===== src/hw/rtl/fpfa_pkg.sv =====
// ----------------------------------------------------------------------------
// fpfa_pkg: shared types and constants of the partition fit allocator
// Table sizes, field widths, policy and register codes, and the structs that
// move between the scan sequencer and the fit unit.
// ----------------------------------------------------------------------------
package fpfa_pkg;

  // Table geometry
  localparam int MaxPartitions  = 256;
  localparam int SizeBits       = 16;
  localparam int IdxBits        = $clog2(MaxPartitions);
  localparam int CountBits      = $clog2(MaxPartitions + 1);

  // Beat field widths
  localparam int IndexFieldBits = 8;
  localparam int PolicyBits     = 2;
  localparam int CfgIdxBits     = 2;
  localparam int CfgDataBits    = CountBits;

  typedef enum logic [PolicyBits-1:0] {
    FIT_FIRST  = 2'd0,
    FIT_BEST   = 2'd1,
    FIT_WORST  = 2'd2,
    FIT_REFUSE = 2'd3
  } fit_policy_e;

  typedef enum logic [CfgIdxBits-1:0] {
    CFG_FIT_POLICY      = 2'd0,
    CFG_PARTITION_COUNT = 2'd1
  } cfg_reg_e;

  typedef enum logic {
    ACT_LOAD    = 1'b0,
    ACT_REQUEST = 1'b1
  } action_e;

  // One table entry as it leaves the read stage
  typedef struct packed {
    logic                valid;
    logic                used;
    logic [IdxBits-1:0]  index;
    logic [SizeBits-1:0] size;
  } fit_cand_t;

  // Current winner of the scan
  typedef struct packed {
    logic                found;
    logic [IdxBits-1:0]  index;
    logic [SizeBits-1:0] size;
  } fit_pick_t;

endpackage


===== src/hw/rtl/fpfa_if.sv =====
// ----------------------------------------------------------------------------
// fpfa_if: valid/ready channels of the partition fit allocator
// Item channel, result channel and configuration write channel.
// ----------------------------------------------------------------------------
interface fpfa_item_if;
  import fpfa_pkg::*;
  logic                      valid;
  logic                      ready;
  logic                      action;
  logic [IndexFieldBits-1:0] partition_index;
  logic [SizeBits-1:0]       size;

  modport source (output valid, action, partition_index, size, input ready);
  modport sink   (input valid, action, partition_index, size, output ready);
endinterface

interface fpfa_result_if;
  import fpfa_pkg::*;
  logic                      valid;
  logic                      ready;
  logic                      granted;
  logic [IndexFieldBits-1:0] chosen_index;
  logic [SizeBits-1:0]       chosen_size;

  modport source (output valid, granted, chosen_index, chosen_size, input ready);
  modport sink   (input valid, granted, chosen_index, chosen_size, output ready);
endinterface

interface fpfa_cfg_if;
  import fpfa_pkg::*;
  logic                   valid;
  logic                   ready;
  logic [CfgIdxBits-1:0]  index;
  logic [CfgDataBits-1:0] data;

  modport source (output valid, index, data, input ready);
  modport sink   (input valid, index, data, output ready);
endinterface


===== src/hw/rtl/fixed_partition_fit_allocator_top.sv =====
// ----------------------------------------------------------------------------
// fixed_partition_fit_allocator_top: fixed partition fit allocator
// Keeps a table of partition sizes and used marks, loads entries and serves
// allocation requests by first, best or worst fit.
// ----------------------------------------------------------------------------
// A load beat writes the partition size and clears its used mark. A request
// beat keeps the block busy through a scan of min(partition_count, 256)
// entries and the commit. The table is scanned one entry per cycle through
// the size memory's single read port into one shared compare unit. After the
// scan, the read stage drains, the sequencer hands over to the commit state
// and that state commits the winner. No new beat is taken during a scan. One
// result is buffered, so the next beat is taken while a result waits; a
// commit waits for that buffer to drain. Configuration is always ready; it is
// to be written only while the block is idle, which the block itself does not
// enforce. There is no clearing pass after reset.
module fixed_partition_fit_allocator_top (
  input  logic          clk_i,
  input  logic          rst_ni,
  fpfa_item_if.sink     item_i,
  fpfa_result_if.source result_o,
  fpfa_cfg_if.sink      cfg_i
);
  import fpfa_pkg::*;

  typedef enum logic [2:0] {
    S_IDLE   = 3'b001,
    S_SCAN   = 3'b010,
    S_COMMIT = 3'b100
  } state_e;

  state_e                 state_q, state_d;
  fit_policy_e            policy_q;
  logic [CountBits-1:0]   count_q;
  logic [CountBits-1:0]   count_eff;
  logic [CountBits-1:0]   addr_q;
  logic [SizeBits-1:0]    want_q;
  logic [MaxPartitions-1:0] used_q;
  logic [SizeBits-1:0]    size_mem [MaxPartitions];
  logic [SizeBits-1:0]    rd_size_q;
  logic                   rd_vld_q;
  logic                   rd_used_q;
  logic [IdxBits-1:0]     rd_idx_q;
  logic                   res_valid_q;
  logic                   res_granted_q;
  logic [IndexFieldBits-1:0] res_index_q;
  logic [SizeBits-1:0]    res_size_q;
  logic                   item_fire;
  logic                   load_fire;
  logic                   req_fire;
  logic                   load_in_range;
  logic                   issue;
  logic                   commit;
  fit_cand_t              cand;
  fit_pick_t              pick;

  // Handshake decode
  assign item_i.ready  = (state_q == S_IDLE);
  assign item_fire     = item_i.valid && item_i.ready;
  assign load_fire     = item_fire && (action_e'(item_i.action) == ACT_LOAD);
  assign req_fire      = item_fire && (action_e'(item_i.action) == ACT_REQUEST);
  assign load_in_range = (32'(item_i.partition_index) < MaxPartitions);
  assign cfg_i.ready   = 1'b1;

  // Clamp the scan length to the table
  assign count_eff = (count_q > CountBits'(MaxPartitions)) ?
                     CountBits'(MaxPartitions) : count_q;
  assign issue     = (state_q == S_SCAN) && (addr_q < count_eff);
  assign commit    = (state_q == S_COMMIT) && (!res_valid_q || result_o.ready);

  // Next state
  always_comb begin
    state_d = state_q;
    unique case (state_q)
      S_IDLE:   if (req_fire) state_d = S_SCAN;
      S_SCAN:   if (!issue && !rd_vld_q) state_d = S_COMMIT;
      S_COMMIT: if (commit) state_d = S_IDLE;
      default:  state_d = S_IDLE;
    endcase
  end

  // Size memory: write on load, read one entry per scan cycle
  always_ff @(posedge clk_i) begin
    if (load_fire && load_in_range) begin
      size_mem[IdxBits'(item_i.partition_index)] <= item_i.size;
    end
    if (issue) begin
      rd_size_q <= size_mem[addr_q[IdxBits-1:0]];
    end
  end

  // Request payload and read stage tags
  always_ff @(posedge clk_i) begin
    if (req_fire) begin
      want_q <= item_i.size;
    end
    rd_idx_q  <= addr_q[IdxBits-1:0];
    rd_used_q <= used_q[addr_q[IdxBits-1:0]];
  end

  // Sequencer, registers and used marks
  always_ff @(posedge clk_i or negedge rst_ni) begin
    if (!rst_ni) begin
      state_q  <= S_IDLE;
      policy_q <= FIT_FIRST;
      count_q  <= '0;
      addr_q   <= '0;
      rd_vld_q <= 1'b0;
      used_q   <= '0;
    end else begin
      state_q  <= state_d;
      rd_vld_q <= issue;
      if (cfg_i.valid) begin
        unique case (cfg_reg_e'(cfg_i.index))
          CFG_FIT_POLICY:      policy_q <= fit_policy_e'(cfg_i.data[PolicyBits-1:0]);
          CFG_PARTITION_COUNT: count_q  <= cfg_i.data;
          default: ;
        endcase
      end
      if (req_fire) begin
        addr_q <= '0;
      end else if (issue) begin
        addr_q <= addr_q + 1'b1;
      end
      if (load_fire && load_in_range) begin
        used_q[IdxBits'(item_i.partition_index)] <= 1'b0;
      end
      if (commit && pick.found) begin
        used_q[pick.index] <= 1'b1;
      end
    end
  end

  // Feed the compare unit
  assign cand.valid = rd_vld_q;
  assign cand.used  = rd_used_q;
  assign cand.index = rd_idx_q;
  assign cand.size  = rd_size_q;

  fpfa_fit_unit u_fit (
    .clk_i    (clk_i),
    .rst_ni   (rst_ni),
    .start_i  (req_fire),
    .policy_i (policy_q),
    .want_i   (want_q),
    .cand_i   (cand),
    .pick_o   (pick)
  );

  // Result buffer: hold until taken
  always_ff @(posedge clk_i or negedge rst_ni) begin
    if (!rst_ni) begin
      res_valid_q <= 1'b0;
    end else if (commit) begin
      res_valid_q <= 1'b1;
    end else if (result_o.ready) begin
      res_valid_q <= 1'b0;
    end
  end

  always_ff @(posedge clk_i) begin
    if (commit) begin
      res_granted_q <= pick.found;
      res_index_q   <= pick.found ? IndexFieldBits'(pick.index) : '0;
      res_size_q    <= pick.found ? pick.size : '0;
    end
  end

  assign result_o.valid        = res_valid_q;
  assign result_o.granted      = res_granted_q;
  assign result_o.chosen_index = res_index_q;
  assign result_o.chosen_size  = res_size_q;

  // A granted partition is marked used right after the commit
  a_mark_on_grant: assert property (@(posedge clk_i) disable iff (!rst_ni)
    (commit && pick.found) |=> used_q[$past(pick.index)])
    else $error("granted partition not marked used");

  // A refusal carries zero index and size
  a_refusal_zero: assert property (@(posedge clk_i) disable iff (!rst_ni)
    (result_o.valid && !result_o.granted) |->
      (result_o.chosen_index == '0 && result_o.chosen_size == '0))
    else $error("refusal with nonzero fields");

  // Read stage is busy only during a scan
  a_read_in_scan: assert property (@(posedge clk_i) disable iff (!rst_ni)
    rd_vld_q |-> (state_q == S_SCAN))
    else $error("read stage active outside a scan");

  // The scan address never runs past the partition count
  a_addr_bound: assert property (@(posedge clk_i) disable iff (!rst_ni)
    (state_q == S_SCAN) |-> (addr_q <= count_eff))
    else $error("scan address beyond partition count");

endmodule


===== src/hw/rtl/fpfa_fit_unit.sv =====
// ----------------------------------------------------------------------------
// fpfa_fit_unit: shared compare unit of the partition scan
// Takes one table entry per cycle, checks it against the request and the
// current winner under the active policy, and keeps the winner.
// ----------------------------------------------------------------------------
module fpfa_fit_unit (
  input  logic                          clk_i,
  input  logic                          rst_ni,
  input  logic                          start_i,
  input  fpfa_pkg::fit_policy_e         policy_i,
  input  logic [fpfa_pkg::SizeBits-1:0] want_i,
  input  fpfa_pkg::fit_cand_t           cand_i,
  output fpfa_pkg::fit_pick_t           pick_o
);
  import fpfa_pkg::*;

  fit_pick_t pick_q;
  logic      eligible;
  logic      better;
  logic      take;

  // Entry is free and large enough
  assign eligible = cand_i.valid && !cand_i.used && (cand_i.size >= want_i);

  // Rank the entry against the winner; ties go to the later index
  always_comb begin
    unique case (policy_i)
      FIT_FIRST: better = !pick_q.found;
      FIT_BEST:  better = !pick_q.found || (cand_i.size <= pick_q.size);
      FIT_WORST: better = !pick_q.found || (cand_i.size >= pick_q.size);
      default:   better = 1'b0;
    endcase
  end

  assign take = eligible && better;

  // Hold the winner; drop it when a new scan starts
  always_ff @(posedge clk_i or negedge rst_ni) begin
    if (!rst_ni) begin
      pick_q <= '0;
    end else if (start_i) begin
      pick_q.found <= 1'b0;
    end else if (take) begin
      pick_q.found <= 1'b1;
      pick_q.index <= cand_i.index;
      pick_q.size  <= cand_i.size;
    end
  end

  assign pick_o = pick_q;

  // A winner always satisfies the request
  a_pick_fits: assert property (@(posedge clk_i) disable iff (!rst_ni)
    pick_q.found |-> (pick_q.size >= want_i))
    else $error("fit unit holds a partition smaller than the request");

  // A new scan starts with no winner
  a_start_clears: assert property (@(posedge clk_i) disable iff (!rst_ni)
    start_i |=> !pick_q.found)
    else $error("winner survived the start of a scan");

  // First fit never replaces its winner
  a_first_sticks: assert property (@(posedge clk_i) disable iff (!rst_ni)
    (pick_q.found && policy_i == FIT_FIRST && !start_i) |=> $stable(pick_q))
    else $error("first fit replaced its winner");

endmodule

===== src/flat_wrapper.sv =====
// flat-port wrapper written by rule: the top's interface ports become plain ports
module fixed_partition_fit_allocator_top_flat import fpfa_pkg::*;
  (clk_i, rst_ni, item_i_valid, item_i_action, item_i_partition_index, item_i_size, item_i_ready, result_o_valid, result_o_granted, result_o_chosen_index, result_o_chosen_size, result_o_ready, cfg_i_valid, cfg_i_index, cfg_i_data, cfg_i_ready);
  fpfa_item_if item_i_i ();
  fpfa_result_if result_o_i ();
  fpfa_cfg_if cfg_i_i ();
  input  logic clk_i;
  input  logic rst_ni;
  input wire logic [$bits(item_i_i.valid)-1:0] item_i_valid;
  input wire logic [$bits(item_i_i.action)-1:0] item_i_action;
  input wire logic [$bits(item_i_i.partition_index)-1:0] item_i_partition_index;
  input wire logic [$bits(item_i_i.size)-1:0] item_i_size;
  output wire logic [$bits(item_i_i.ready)-1:0] item_i_ready;
  output wire logic [$bits(result_o_i.valid)-1:0] result_o_valid;
  output wire logic [$bits(result_o_i.granted)-1:0] result_o_granted;
  output wire logic [$bits(result_o_i.chosen_index)-1:0] result_o_chosen_index;
  output wire logic [$bits(result_o_i.chosen_size)-1:0] result_o_chosen_size;
  input wire logic [$bits(result_o_i.ready)-1:0] result_o_ready;
  input wire logic [$bits(cfg_i_i.valid)-1:0] cfg_i_valid;
  input wire logic [$bits(cfg_i_i.index)-1:0] cfg_i_index;
  input wire logic [$bits(cfg_i_i.data)-1:0] cfg_i_data;
  output wire logic [$bits(cfg_i_i.ready)-1:0] cfg_i_ready;
  assign item_i_i.valid = item_i_valid;
  assign item_i_i.action = item_i_action;
  assign item_i_i.partition_index = item_i_partition_index;
  assign item_i_i.size = item_i_size;
  assign item_i_ready = item_i_i.ready;
  assign result_o_valid = result_o_i.valid;
  assign result_o_granted = result_o_i.granted;
  assign result_o_chosen_index = result_o_i.chosen_index;
  assign result_o_chosen_size = result_o_i.chosen_size;
  assign result_o_i.ready = result_o_ready;
  assign cfg_i_i.valid = cfg_i_valid;
  assign cfg_i_i.index = cfg_i_index;
  assign cfg_i_i.data = cfg_i_data;
  assign cfg_i_ready = cfg_i_i.ready;
  fixed_partition_fit_allocator_top u_core (.clk_i(clk_i), .rst_ni(rst_ni), .item_i(item_i_i), .result_o(result_o_i), .cfg_i(cfg_i_i));
endmodule

===== config.mk =====
export PLATFORM = sky130hd
export DESIGN_NAME = fixed_partition_fit_allocator_top_flat
export DESIGN_NICKNAME = d
export VERILOG_FILES = /design/src/hw/rtl/fpfa_pkg.sv /design/src/hw/rtl/fpfa_if.sv /design/src/hw/rtl/fixed_partition_fit_allocator_top.sv /design/src/hw/rtl/fpfa_fit_unit.sv /design/src/flat_wrapper.sv
export SDC_FILE = /design/constraint.sdc
export NUM_CORES = 2
export LEC_CHECK = 0
export BUFFER_PORTS_ARGS = -buffer_cell sky130_fd_sc_hd__buf_2
export CORE_UTILIZATION = 57
export CTS_CLUSTER_DIAMETER = 120
export CTS_CLUSTER_SIZE = 40
export DETAILED_ROUTE_END_ITERATION = 7
export PLACE_DENSITY_LB_ADDON = 0.08
export SYNTH_ARGS = -nofsm -noshare
export SYNTH_HDL_FRONTEND = slang
export SYNTH_SLANG_ARGS = --single-unit

===== constraint.sdc =====
create_clock -name clk_i -period 2.73 [get_ports clk_i]
set_input_delay 0.1365 -clock clk_i [delete_from_list [all_inputs] [get_ports clk_i]]
set_output_delay 0.1365 -clock clk_i [all_outputs]
set_load 0.02 [all_outputs]

==> results.md <==
- Based on the critical path, the design can be clocked at up to 288 MHz.
- The kind of cell with the highest combined delay along the critical path is multiplexers.
- In this run the vertical extent of the chip is 555 um.
- The maximum fanout count along the critical path is 10.
- For the worst-skew pair, the clock arrives at the later sink with an insertion delay of 0.92 ns.
- The slowest stage cell on the critical path is sky130_fd_sc_hd__mux4_2.
- Following the worst setup path forward leads to its endpoint at u_core.rd_size_q[13].
- The post-synthesis cell type count is 76.
- The number of cells on the worst reg-to-reg path is 9.
- The H-tree was split into 4 levels.
- The number of hold violations in the final report is 0.
- The path class of the lowest-slack min-delay path is in2reg.
- The starting density of the core is 0.574.
- The signal arrival time at the worst endpoint is 4.16 ns.
- The final critical-path share of the clock period is 1.27.
- The wire length of the first global-routing pass is 710 mm.
- The average cell area after synthesis is 21.1 sq um.
- The number of nets with antenna violations after detailed routing is 0.
- The critical path endpoint category is a flop.
- The count of yosys warnings during synthesis is 0.
- The clock transition time at the flip-flop clock pins of the worst setup and hold paths is 0.15 ns.
- The share of layout cells above drive strength 1 is 0.338.
- The final-report max-slew violation count is 0.
- Across the VDD grid, the largest voltage drop is 0.639 mV.
- The detailed-router iteration count before antenna repair is 8.
- Walking the worst path, the cells encountered are buf_12 -> clkbuf_16 -> buf_16 -> mux4_2 -> mux4_2 -> mux4_2 -> a21oi_4 -> buf_6 -> o21ai_2.
- The flow ran to the end, but the final reports show violations.
- In the synthesized netlist the async set-or-reset flop fraction comes to 0.0685.
- At the end of the flow, the number of nets in the layout was 9473.
- After technology mapping, the gate count stands at 8249.
- Setup repair after global routing could not meet its margin everywhere.
- By area, the combinational part of the netlist is dominated by multiplexers.
- After routing the design area is 0.200 sq mm.
- The synthesized-area fraction occupied by adder cells is 0.00316.
- The type of element launching the critical path is a flop.
- The maximum number of pins on one net before global-route repair is 107.
- Routability-driven placement finished with a final weighted congestion of 0.914.
- For this run, the slowest stage of the critical path takes 0.60 ns.
- The launching point of the worst reg2reg path is u_core.addr_q[0].
- The largest total area in the synthesized netlist belongs to sky130_fd_sc_hd__edfxtp_1.
- The worst pin sits at a relative slew slack of 0.213.
- The number of buffers on the longest clock path is 4.
- Counting the buffers created by CTS gives 137.
- The library cell used as clock root buffer is sky130_fd_sc_hd__clkbuf_16.
- The number of maximum-capacitance constraint violations is 0.
- The transition time at the pin with the least slew margin is 1.18 ns.
- Detailed routing inserted a total of 92700 vias.
- For this run, design rule violations remaining after detail routing come to 0.
- The critical path class is reg2reg.
- Buffers placed on the I/O ports in this run total 67.
- Ranked by total cell area, the synthesized netlist is headed by sky130_fd_sc_hd__edfxtp_1 (72%), sky130_fd_sc_hd__mux4_2 (15%), sky130_fd_sc_hd__dfrtp_1 (4.4%).
- For this run, the total global-route usage over all layers was measured as 0.335.
- The sum of routed wire length over all layers is 517 mm.
- The maximum clock skew at final layout is 0.0657 ns.
- For the finished layout, the period the worst path requires is 3.47 ns.
- In this run, the number of DRC markers left after iteration 0 of detailed routing was 14700.
- The final-report setup violation count is 75.
- Summing all multi-input logic gate instances after layout gives 0.0404 sq mm.
- The number of core rows is 202.
- In the final routed layout, each cell accounts on average for 38.5 um.
- The die covers 0.308 sq mm.
- The post-detailed-route via-to-cell ratio is 6.90.
- The setup slack of the worst register-to-register path is -0.74 ns.
- The predominant post-synthesis flop cell is sky130_fd_sc_hd__edfxtp_1.
- The summed instance area of the synthesized netlist is 0.174 sq mm.
- The number of buffers and inverters on the critical path is 4.
- The required time at the worst-slack endpoint is 3.42 ns.
- For this run, the share of the core covered by cells in the final layout is 0.659.
- In this run the power density over the cells is 655 mW/mm^2.
- The number of global-route vias before repair is 90100.
- The critical path runs through a total of 9 cells.
- Of the total synthesized cell area, the portion taken by XOR and XNOR cells is 0.000402.
- The most numerous cell on the critical path is sky130_fd_sc_hd__mux4_2.
- The top cell types in the final layout, fill and taps aside, are sky130_fd_sc_hd__edfxtp_1 (4153), sky130_fd_sc_hd__mux4_2 (1144), sky130_fd_sc_hd__buf_4 (895), sky130_fd_sc_hd__o21ai_0 (565), sky130_fd_sc_hd__buf_12 (391).
- In this run, synthesis produced a sequential element count of 4468.
- Once placement finished, the instance area stood at 0.192 sq mm.
- The clock net sink count is 4468.
- The combined flip-flop and latch cell area is 0.133 sq mm.
- The share of synthesized area in the top cell type comes to 0.716.
- The initial antenna violation count is 31.
- The total leakage power is 0.0630 uW.
- The final-layout fill cell count is 19700.
- The compound-gate portion of the synthesized area is 0.0351.
- Measured against the total synthesized area, the mux share comes to 0.167.
- When the netlist entered floorplanning its net count stood at 8334.
- From synthesis to final layout, the design area changed by 14.7%.
- The leading cell type in the layout, fill and taps excluded is sky130_fd_sc_hd__edfxtp_1.
- The standard cell core area is 0.303 sq mm.
- Counting flops with a built-in enable in the synthesized netlist gives 4153.
- The sequential area share after synthesis is 0.761.
- Of the total synthesized cell area, the portion taken by AND, OR, NAND and NOR gates is 0.0166.
- The total overflow left after global routing is 0.
- During I/O placement, the number of pins put on the boundary was 69.
- The detailed placer's ending HPWL is 328 mm.
- Once routing completed, OpenROAD measured the worst setup slack at -0.743 ns.
- In this run the critical register-to-register path is captured at u_core.rd_size_q[13].
- The final reports fail on setup timing.
- TritonCTS built the clock tree.
- From left edge to right edge, the die measures 555 um.
- Tracing the worst setup path back leads to its startpoint at u_core.addr_q[0].
[cell type report]
type                            instances  area share
Timing Repair Buffer                 1524      0.0882
Clock buffer                          163      0.0184
Tap cell                             3978      0.0249
Sequential cell                      4468       0.663
Inverter                               42    0.000833
Clock inverter                         23     0.00168
Antenna cell                           11    0.000138
Multi-Input combinational cell       3215       0.202
[how the worst min path moves through the flow]
stage / cells past startpoint / to / start / slack (ns)
detailed placement: 1 / u_core.u_fit.pick_o[23] / rst_ni / 0.22
CTS: 8 / u_core.used_q[96] / item_i_partition_index[6] / 0.003
floorplan: 0 / u_core.addr_q[0] / rst_ni / -0.16
global placement: 1 / u_core.u_fit.pick_o[23] / rst_ni / 0.21
global route: 4 / u_core.used_q[237] / item_i_partition_index[2] / 0.08
finish: 8 / u_core.used_q[96] / item_i_partition_index[6] / 0.06
[power by group]
part	leakage (uW)	switching, uW	internal, uW	total [uW]
Clock	0.00197	19500	10400	29900
Sequential	0.0416	149	74900	75100
Combinational	0.0194	12400	13400	25800
Total	0.0630	32100	98700	131000
[cells by family after synthesis]
logic type               count (synthesis)
other                                    1
flip-flops                            4468
AND/OR/NAND/NOR                        668
buffers and inverters                  566
AO/OA/AOI/OAI                         1030
XOR/XNOR                                 8
multiplexers                          1464
adder cells (fa/ha/maj)                 44
[metal layers]
| metal | routed length [um] | track usage | vias up |
|---|---|---|---|
| met1 | 197000 | 0.479 | 49900 |
| met4 | 23000 | 0.131 | 16 |
| met2 | 242000 | 0.515 | 5597 |
| met3 | 55700 | 0.0689 | 826 |
| met5 | 135 | 0 | - |
| li1 | - | - | 36400 |
[sequential cells by signal, summed over array words and instances, names as in the netlist, 2 cells and up]
name and cells:
u_core.result_o.chosen_size 16, u_core.want_q 16, u_core.result_o.chosen_index 8, u_core.used_q 256, u_core.u_fit.pick_o 25, u_core.count_q 9
u_core.state_q 3, u_core.size_mem 4096, u_core.policy_q 2, u_core.addr_q 9, u_core.rd_size_q 16, u_core.rd_idx_q 8
[tightest hold or removal path, cell delays in order]
cell                      delay [ns]
sky130_fd_sc_hd__buf_2          0.12
sky130_fd_sc_hd__nand2_1        0.05
sky130_fd_sc_hd__nor2_1         0.04
sky130_fd_sc_hd__buf_4          0.15
sky130_fd_sc_hd__nand2_1        0.11
sky130_fd_sc_hd__buf_12         0.18
sky130_fd_sc_hd__o21ai_0        0.08
sky130_fd_sc_hd__o21ai_0        0.07
[per-stage QoR]
| step | total power, uW | hold slack [ns] | TNS (ns) | worst slack, ns | instances |
|---|---|---|---|---|---|
| after global routing | 134000 | 0.0792 | -29.90 | -0.749 | 13400 |
| after CTS | 130000 | 0.00337 | -28.52 | -0.715 | 13300 |
| after floorplan | 90600 | -0.159 | -358.08 | -0.254 | 8249 |
| final | 131000 | 0.0585 | -25.94 | -0.743 | 13400 |
| after detailed placement | 99100 | 0.217 | -43.34 | -1.70 | 13000 |
| after global placement | 98900 | 0.205 | -42.86 | -2.18 | 13000 |
[timing repair]
item                                   in CTS  in global routing
setup endpoints to repair                  74                507
gates resized for setup                   204                224
hold buffers                               59                  0
pin swaps                                  28                 52
setup buffers                              54                 75
endpoints found under the hold margin    2749                  0
gates cloned                                8                 13
[Yosys cell counts (all sizes together), types with 11 or more instances]
cell / instances
a31oi: 12
o221ai: 53
inv: 39
a211oi: 31
a22oi: 22
buf: 268
nand2b: 20
mux4: 1144
clkbuf: 256
a2111oi: 19
nor2b: 23
a21o: 11
dfrtp: 305
mux2: 56
edfxtp: 4153
ha: 44
a22o: 11
o22ai: 46
nor2: 348
o211ai: 19
mux2i: 264
o21ai: 599
nand3: 38
nand2: 152
a221oi: 49
and2: 15
a21oi: 117
nor3: 30
Note: power is estimated with default switching activity, not from simulation.
